[src/rtl/umsa_pkg.sv]
package umsa_pkg;

   localparam int DATA_WIDTH   = 32;
   localparam int SIZE_W       = 13;
   localparam int GRID_W       = 9;
   localparam int COEF_W       = 31;
   localparam int CSR_INDEX_W  = 3;
   localparam int QUEUE_DEPTH  = 2;
   localparam int STEP_W       = 4;
   localparam int MAX_WIDTH_DEFAULT  = 256;
   localparam int MAX_HEIGHT_DEFAULT = 256;

   localparam logic [STEP_W-1:0] LAST_STEP = 4'd9;
   localparam logic [31:0] ONE_Q16 = 32'h0001_0000;
   localparam logic signed [51:0] RES_HI = (52'sd1 <<< (DATA_WIDTH - 1)) - 52'sd1;
   localparam logic signed [51:0] RES_LO = -RES_HI - 52'sd1;
   localparam logic signed [51:0] COEF_HI = 52'sd2147483647;

   typedef enum logic [CSR_INDEX_W-1:0] {
      CSR_GRID_WIDTH     = 3'd0,
      CSR_GRID_HEIGHT    = 3'd1,
      CSR_COMPONENT_SEL  = 3'd2,
      CSR_DIFFUSION_X    = 3'd3,
      CSR_DIFFUSION_Y    = 3'd4,
      CSR_FLUX_SCALE_X   = 3'd5,
      CSR_FLUX_SCALE_Y   = 3'd6,
      CSR_GRADIENT_SCALE = 3'd7
   } csr_index_type;

   typedef struct packed {
      logic [GRID_W-1:0] grid_width;
      logic [GRID_W-1:0] grid_height;
      logic              component_select;
      logic [COEF_W-1:0] diffusion_x;
      logic [COEF_W-1:0] diffusion_y;
      logic [COEF_W-1:0] flux_scale_x;
      logic [COEF_W-1:0] flux_scale_y;
      logic [COEF_W-1:0] gradient_scale;
   } cfg_type;

   typedef struct packed {
      logic [31:0] vx;
      logic [31:0] vy;
      logic [31:0] pr;
   } cell_type;

   typedef struct packed {
      logic       interior;
      logic       boundary;
      logic       fold_e;
      logic       fold_w;
      logic       fold_n;
      logic       fold_s;
      logic [7:0] row;
      logic [7:0] col;
      cell_type   cur;
      cell_type   ctr;
      cell_type   est;
      cell_type   wst;
      cell_type   sth;
   } job_type;

   typedef enum logic {
      F_IDLE,
      F_READ
   } front_state_type;

   typedef enum logic [2:0] {
      B_IDLE,
      B_CALC,
      B_FIN,
      B_INT,
      B_BND
   } back_state_type;

endpackage

[src/rtl/umsa_queue.sv]
module umsa_queue (
   input  logic              clock,
   input  logic              reset,
   input  logic              push,
   input  umsa_pkg::job_type push_data,
   input  logic              pop,
   output umsa_pkg::job_type head,
   output logic              full,
   output logic              empty
);

   localparam int PW = $clog2(umsa_pkg::QUEUE_DEPTH);

   umsa_pkg::job_type entry_ff [umsa_pkg::QUEUE_DEPTH];
   logic [PW-1:0] wr_ptr_ff, wr_ptr_in;
   logic [PW-1:0] rd_ptr_ff, rd_ptr_in;
   logic [PW:0]   count_ff, count_in;

   assign full  = (count_ff == (PW+1)'(umsa_pkg::QUEUE_DEPTH));
   assign empty = (count_ff == '0);
   assign head  = entry_ff[rd_ptr_ff];

   always_comb begin
      wr_ptr_in = push ? PW'(wr_ptr_ff + 1'b1) : wr_ptr_ff;
      rd_ptr_in = pop ? PW'(rd_ptr_ff + 1'b1) : rd_ptr_ff;
      count_in  = count_ff + (PW+1)'(push) - (PW+1)'(pop);
   end

   always_ff @(posedge clock) begin
      if (reset) begin
         wr_ptr_ff <= '0;
         rd_ptr_ff <= '0;
         count_ff  <= '0;
      end else begin
         wr_ptr_ff <= wr_ptr_in;
         rd_ptr_ff <= rd_ptr_in;
         count_ff  <= count_in;
      end
   end

   always_ff @(posedge clock) begin
      if (push) begin
         entry_ff[wr_ptr_ff] <= push_data;
      end
   end

endmodule

[config.mk]
export PLATFORM = sky130hd
export DESIGN_NAME = umsa_queue
export DESIGN_NICKNAME = d
export VERILOG_FILES = /design/src/rtl/umsa_pkg.sv /design/src/rtl/umsa_queue.sv
export SDC_FILE = /design/constraint.sdc
export NUM_CORES = 1
export LEC_CHECK = 0
export BUFFER_PORTS_ARGS = -buffer_cell sky130_fd_sc_hd__buf_2
export CAP_MARGIN = 20
export CELL_PAD_IN_SITES_DETAIL_PLACEMENT = 1
export CELL_PAD_IN_SITES_GLOBAL_PLACEMENT = 2
export CORE_AREA = 2 2 398 400
export CTS_CLUSTER_DIAMETER = 50
export DETAILED_ROUTE_END_ITERATION = 10
export DIE_AREA = 0 0 400 402
export GPL_ROUTABILITY_DRIVEN = 0
export GPL_TIMING_DRIVEN = 0
export HOLD_SLACK_MARGIN = 0.08
export PLACE_DENSITY = 0.61
export SETUP_SLACK_MARGIN = 0.15
export SYNTH_ARGS = -nofsm -noshare
export SYNTH_HDL_FRONTEND = slang
export SYNTH_SLANG_ARGS = --single-unit
[constraint.sdc]
create_clock -name clock -period 25.2 [get_ports clock]
set_input_delay 0 -clock clock [delete_from_list [all_inputs] [get_ports clock]]
set_output_delay 0 -clock clock [all_outputs]
set_load 0.005 [all_outputs]
==> results.txt, run 1 <==
DP HPWL - 84.1 mm
post-synth top area share - 0.816
stop err - [ERROR RSZ-0060] Max buffer count reached.
die width - 400 um
Post-CTS Setup Inserts - 0
main flop type after synthesis - edfxtp_1
status - did not finish
sequential area share after synthesis - 0.819
H-tree depth - 4
Chip Height - 402 um
post-cts resize count - 0
# rows - 146
Avg Cell Area, Syn - 23.3 sq um
Post-Syn Nets - 2091
clock sink count - 1009
Ys Warns - 0
CTS Buf Count - 130
number of buffers added on ports - 1009
top cells by count, synth - edfxtp_1, mux2_2, mux2_4
Yosys top cell by area - edfxtp_1
Mapped Area - 36900 sq um
hold_buf cts - 987
Root Driver - clkbuf_16
Fail Step - clock tree synthesis (4_1_cts)
ranking of synthesized cells by area - edfxtp_1, mux2_2, mux2_4
Clock Tree Buf Depth - 3
Synth async-reset ratio - 0
Post-Syn Instances - 1583
Synth Register Bits - 1009
IO Count - 1010
most frequent cell after synthesis - edfxtp_1
Yosys cell types - 15
Starting Density - 0.235
EDFF count, synth - 1004
==> stage by stage <==
stage	util	hold slack, ps	cells	instance area [sq um]	setup slack, ps
floorplan	-	71.6	1583	36900	1350
detailed placement	0.288	192	4694	45300	22160
global placement	0.284	187	4664	44600	-15430
==> logic make-up after synthesis <==
logic type,count (synthesis),share of synthesized area
XOR/XNOR,3,0.00108
adder cells (fa/ha/maj),2,0.000677
buffers and inverters,58,0.0168
flip-flops,1009,0.819
multiplexers,502,0.161
AND/OR/NAND/NOR,9,0.00119
==> inputs of run 2 (changes only) <==
CELL_PAD_IN_SITES_DETAIL_PLACEMENT = unset   (was 1)
CELL_PAD_IN_SITES_GLOBAL_PLACEMENT = unset   (was 2)
CORE_AREA = 2 2 433 435   (was 2 2 398 400)
CTS_CLUSTER_DIAMETER = unset   (was 50)
DIE_AREA = 0 0 435 437   (was 0 0 400 402)
HOLD_SLACK_MARGIN = unset   (was 0.08)
PLACE_DENSITY = unset   (was 0.61)
PLACE_DENSITY_LB_ADDON = 0.15   (was unset)
SETUP_SLACK_MARGIN = unset   (was 0.15)
clock period = 32.8 ns   (was 25.2 ns; I/O delays follow)
==> run 2 against run 1 <==
Compared with the run above:
- the flow now finishes without violations
- synthesized area did not move
- synthesized cell count unchanged
==> results.txt, run 2 <==
placed cells - 5104 (+8.7%)
Pint - 2.46 mW
status - complete, no violations
vias in the first global route - 25000
CTS Buf Count - 119 (-8.5%)
ranking of synthesized cells by area - edfxtp_1, mux2_2, mux2_4
crit path launch type - flop
Final Cell Area - 59400 sq um
Yosys cell types - 15 (unchanged)
core footprint - 185000 sq um
# DRC - 0
Sw Ratio - 0.239
combinational share of power - 0.142
RSZ-0062 raised after global routing - no
final worst path period need - 3030 ps
GRT Resource Usage Total - 0.133
CP Capture Type - flop
final slew viol count - 0
die width - 435 um (+8.8%)
GRT Residual Overflow - 0
fmax - 330 MHz
Post-Syn Nets - 2091 (unchanged)
initial DRC count - 922
post-cts resize count - 0 (unchanged)
Starting Density - 0.200 (-0.0355)
number of buffers added on ports - 1009 (unchanged)
post-synth top area share - 0.816 (unchanged)
final setup vio count - 0
Synth async-reset ratio - 0 (unchanged)
Biggest register - entry_ff
Tcrit/Tclk final - 0.0925
Final Hold Fails - 0
Synth Register Bits - 1009 (unchanged)
hold_buf cts - 983 (-0.41%)
hold crit path type - input pin to flop
initial antenna violation count - 32
largest net degree at the start of global routing - 56
EDFF count, synth - 1004 (unchanged)
synth-to-layout area growth - 60.9%
commonest non-fill, non-tap cell in the layout - buf_2
Vias per Instance - 3.66
Slew headroom - 0.501
Worst-path clk slew - 60 ps
Mapped Area - 36900 sq um (unchanged)
DRT antenna net count - 0
Largest register FFs - 1004
Nets - 4238
Power Density - 54.5 nW/um^2
DIE AREA - 190000 sq um
Worst EP required - 33200 ps
biggest regs - entry_ff (1004), count_ff (2)
TritonCTS clock tree - built
main flop type after synthesis - edfxtp_1
Chip Height - 437 um (+8.7%)
Post-Syn Instances - 1583 (unchanged)
most frequent cell after synthesis - edfxtp_1
Worst-Skew Late Latency - 750 ps
H-tree depth - 3 (-1)
Clk pwr share - 0.388
worst path arrival time - 3430 ps
clock sink count - 1009 (unchanged)
fillers - 18600
Post-Layout Cell Count - 6327
Yosys top cell by area - edfxtp_1
Least-Margin Pin Slew - 747 ps
Area after DPL - 45800 sq um (+1.2%)
Total Wirelength - 130 mm
sequential area share after synthesis - 0.819 (unchanged)
Post-CTS Setup Inserts - 0 (unchanged)
Ys Warns - 0 (unchanged)
MaxCap Viol Count - 0
Root Driver - clkbuf_16
DP HPWL - 96.8 mm (+15%)
commonest non-fill, non-tap cells in the layout - buf_2, edfxtp_1, dlygate4sd3_1, mux2_2, clkbuf_16
Clock Tree Buf Depth - 3 (unchanged)
top cells by count, synth - edfxtp_1, mux2_2, mux2_4
CP Class - flop to flop
DR WL/cell - 20.5 um
worst vdd ir - 0.0000444 V
Flop pwr share - 0.470
detailed-route via count - 23200
first drt pass iteration count - 5
global-route wire length before repair - 182 mm
Lkg Pwr - 22.2 nW
IO Count - 1010 (unchanged)
# rows - 158 (+8.2%)
sw power - 0.775 mW
Setup Skew - 29.5 ps
Avg Cell Area, Syn - 23.3 sq um (unchanged)
ratio of cells with drive above 1 in the final layout - 0.456
crit path max fanout - 55
-- run 2: path summary, 6_finish.rpt --
check	to	cells after the start	slack, ps	startpoint
setup / recovery	entry_ff[1][249]	6	29770	wr_ptr_ff
hold / removal	entry_ff[1][44]	2	60	push_data[44]
setup reg to reg	entry_ff[1][249]	6	29770	wr_ptr_ff
hold reg to reg	flop	2	520	rd_ptr_ff
-- run 2: routing by layer --
layer  vias to the layer above  share of wire  global-route usage
li1                      10700              -                   -
met1                     11700           0.39               0.149
met2                       545           0.54               0.250
met3                       157          0.049              0.0328
met4                        14          0.021              0.0324
met5                         -        0.00066                   0
-- run 2: cell families (layout without fill, tap and decap cells) --
| kind of cell | count (synthesis) | in the layout | synth area share |
|---|---|---|---|
| other | 0 | 14 | 0 |
| multiplexers | 502 | 502 | 0.161 |
| XOR/XNOR | 3 | 3 | 0.00108 |
| buffers and inverters | 58 | 2308 | 0.0168 |
| adder cells (fa/ha/maj) | 2 | 2 | 0.000677 |
| AND/OR/NAND/NOR | 9 | 9 | 0.00119 |
| flip-flops | 1009 | 1009 | 0.819 |
-- run 2: worst max-delay path, stage by stage (launching register included) --
cell and delay, ps:
dfxtp_1 410, and2_4 530, buf_16 330, buf_16 280, buf_16 280, buf_16 330, buf_16 310
-- run 2: stage by stage --
step | worst slack (ps) | utilization | power [mW] | hold slack (ps) | setup TNS (ps)
floorplan | 8950 | - | 1.76 | 71.6 | 0
global placement | -10350 | 0.244 | 2.02 | 189 | -5129770
detailed placement | 29720 | 0.248 | 1.92 | 191 | 0
CTS | 29670 | 0.321 | 3.30 | 0.205 | 0
global route | 29560 | 0.321 | 3.38 | -0.128 | 0
finish | 29770 | 0.321 | 3.24 | 55.4 | 0
-- run 2: power by group through the flow --
stage	clock network (mW)	registers [mW]	logic, mW
after floorplan	0	1.60	0.160
after global placement	0	1.66	0.360
after detailed placement	0	1.55	0.376
after CTS	1.30	1.52	0.477
after global routing	1.35	1.53	0.495
final	1.26	1.52	0.461
-- run 2: cell type report --
| type | instances | area, sq um | share of cell area |
|---|---|---|---|
| clock inverters | 67 | 546 | 0.00918 |
| inverters | 2 | 7.51 | 0.000126 |
| multi-input cells | 516 | 6070 | 0.102 |
| diodes | 14 | 35.0 | 0.000590 |
| plain buffers | 56 | 614 | 0.0103 |
| flip-flops and latches | 1009 | 30200 | 0.509 |
| repair buffers | 2026 | 15600 | 0.263 |
| clock buffers | 157 | 3140 | 0.0529 |
| well taps | 2480 | 3100 | 0.0522 |
Power figures use the tool's default switching activity.
==> inputs of run 3 (changes only) <==
clock period = 3.2 ns   (was 32.8 ns; I/O delays follow)
==> run 3 against run 2 <==
Compared with the run above:
- flip-flop and latch count unchanged
- clock power increased to 10 times the previous value
- routed wire length increased by 0.58%
- utilization increased by 0.11 points
- register-to-register slack got worse by 29000 ps
- critical path depth decreased by 1
- sequential power increased to 10 times the previous value
- non-clock buffer count increased by 11
- combinational power increased to 10 times the previous value
- design area increased by 0.34%
- setup slack got worse by 29000 ps
==> results.txt, run 3 (synthesis gave the netlist of run 2 again) <==
Min Hold Slack - 76.3 ps (+21.0 ps)
initial DRC count - 914 (-0.87%)
DIE AREA - 190000 sq um (unchanged)
vias in the first global route - 25100 (+0.45%)
# DRC - 0 (unchanged)
Least-Margin Pin Slew - 659 ps (-88.4 ps)
Lkg Pwr - 22.4 nW (+0.60%)
Setup Skew - 17.4 ps (-12.1 ps)
Pint - 25.5 mW (+930%)
Slowest cell on crit path - mux2_1
Vias per Instance - 3.66 (about the same)
IO Count - 1010 (unchanged)
hold crit path type - input pin to flop
Total Wirelength - 130 mm (+0.58%)
number of buffers added on ports - 1009 (unchanged)
TritonCTS clock tree - built
# rows - 158 (unchanged)
die width - 435 um (unchanged)
Met3 Routed Length - 5.95 mm (-6.9%)
synth-to-layout area growth - 61.4%
Clk pwr share - 0.392 (+0.004)
Slew headroom - 0.560 (+0.0591)
Clock Tree Buf Depth - 3 (unchanged)
final setup vio count - 0 (unchanged)
commonest non-fill, non-tap cell in the layout - buf_2
CP Capture Type - output port
RSZ-0062 raised after global routing - no
Slowest Stage Delay on Critical Path - 460 ps (-70 ps)
Final Hold Fails - 0 (unchanged)
Top cell by count, worst path - buf_6
Nets - 4250 (+0.28%)
Biggest register - entry_ff
initial antenna violation count - 25 (-22%)
commonest non-fill, non-tap cells in the layout - buf_2, edfxtp_1, dlygate4sd3_1, mux2_2, clkbuf_16
Pwr Total - 33.4 mW (+930%)
MaxCap Viol Count - 0 (unchanged)
detailed-route via count - 23200 (+0.11%)
largest net degree at the start of global routing - 54 (-3.6%)
fmax - 415 MHz
area occupied by multi-input gates - 6070 sq um (unchanged)
crit-path cells - buf_4 > buf_6 > buf_6 > mux2_1 > buf_2
GRT Residual Overflow - 0 (unchanged)
GRT Resource Usage Total - 0.134 (+0.000923)
Flop pwr share - 0.466 (-0.004)
final worst path period need - 2410 ps
core footprint - 185000 sq um (unchanged)
Chip Height - 437 um (unchanged)
sw power - 7.97 mW (+930%)
clock sink count - 1009 (unchanged)
worst vdd ir - 0.000446 V (+900%)
met1 WL - 50.1 mm (-0.17%)
DP HPWL - 96.2 mm (-0.60%)
first drt pass iteration count - 4 (-1)
Starting Density - 0.200 (unchanged)
worst path arrival time - 2410 ps (-1020 ps)
uppermost layer routed - met5
post-cts resize count - 0 (unchanged)
DR WL/cell - 20.6 um (+0.45%)
ratio of cells with drive above 1 in the final layout - 0.458 (+0.00272)
Sw Ratio - 0.238 (-0.00103)
fillers - 18700 (+0.38%)
Worst EP required - 3200 ps (-30000 ps)
CTS Buf Count - 120 (+0.84%)
biggest regs - entry_ff (1004), count_ff (2)
CP Class - flop to output port
DRT antenna net count - 0 (unchanged)
Worst-Skew Late Latency - 760 ps (about the same)
crit path launch type - flop
H-tree depth - 3 (unchanged)
global-route wire length before repair - 183 mm (+0.45%)
Power Density - 561 nW/um^2 (+930%)
met2 wire length - 71.0 mm (+0.99%)
crit path max fanout - 10 (-82%)
Tcrit/Tclk final - 0.754
final slew viol count - 0 (unchanged)
status - complete, no violations
Root Driver - clkbuf_16
Reg area - 30300 sq um (about the same)
Largest register FFs - 1004 (unchanged)
combinational share of power - 0.142 (about the same)
Worst-path clk slew - 60 ps (about the same)
-- run 3: cell types whose count changed in the layout (fill, tap and decap cells not counted), moves of 3 or more --
cell / before / now
clkbuf_16: 120 / 123
dlygate4sd3_1: 985 / 993
clkbuf_1: 37 / 26
clkinvlp_4: 7 / 3
clkbuf_8: 0 / 4
clkinv_2: 17 / 23
inv_6: 1 / 4
-- run 3: critical path, delay by kind of cell, from the launching register on --
kind,cells,cell delay [ps]
buffers and inverters,4,890
DFF,1,300
muxes,1,460
-- run 3: what timing repair did --
action,CTS,global route
endpoints found under the hold margin,1085,0
hold buffers,993,0
buffers inserted,0,0
-- run 3: layout make-up --
type                       count  area share
sequential                  1009       0.507
timing repair buffer        2037       0.265
multi-input combinational    516       0.102
clock buffer                 153      0.0542
tap                         2480      0.0520
buffer                        56      0.0103
clock inverter                70     0.00854
antenna                       12    0.000504
inverter                       2    0.000126
-- run 3: final timing paths --
check	from	slack (ps)	to	cells after the start
hold / removal	push_data[496]	80	entry_ff[1][496]	2
hold reg to reg	rd_ptr_ff	520	rd_ptr_ff	2
setup reg to reg	count_ff[0]	890	count_ff[1]	8
setup / recovery	flop	790	head[378]	5
-- run 3: metrics by stage --
step	instances	cell area, sq um	TNS, ps	util	setup WS [ps]
floorplan	1583	36900	-4374040	-	-4960
global placement	5072	45100	-	0.244	-11430
detailed placement	5107	45900	0	0.248	887
CTS	6323	59600	0	0.322	555
global route	6333	59600	0	0.322	590
finish	6335	59600	0	0.322	788
-- run 3: metal layers --
metal,vias to the layer above,GRT usage
li1,10700,-
met1,11800,0.147
met2,528,0.253
met3,177,0.0319
met4,10,0.0397
met5,-,0
-- run 3: power groups by stage --
stage          registers (mW)  logic, mW  clock network (mW)
2_1_floorplan            16.0       1.64                   0
3_3_place_gp             16.3       3.70                   0
3_5_place_dp             15.9       3.88                   0
4_1_cts                  15.6       4.93                13.7
5_1_grt                  15.7       5.11                14.1
6_report                 15.6       4.76                13.1
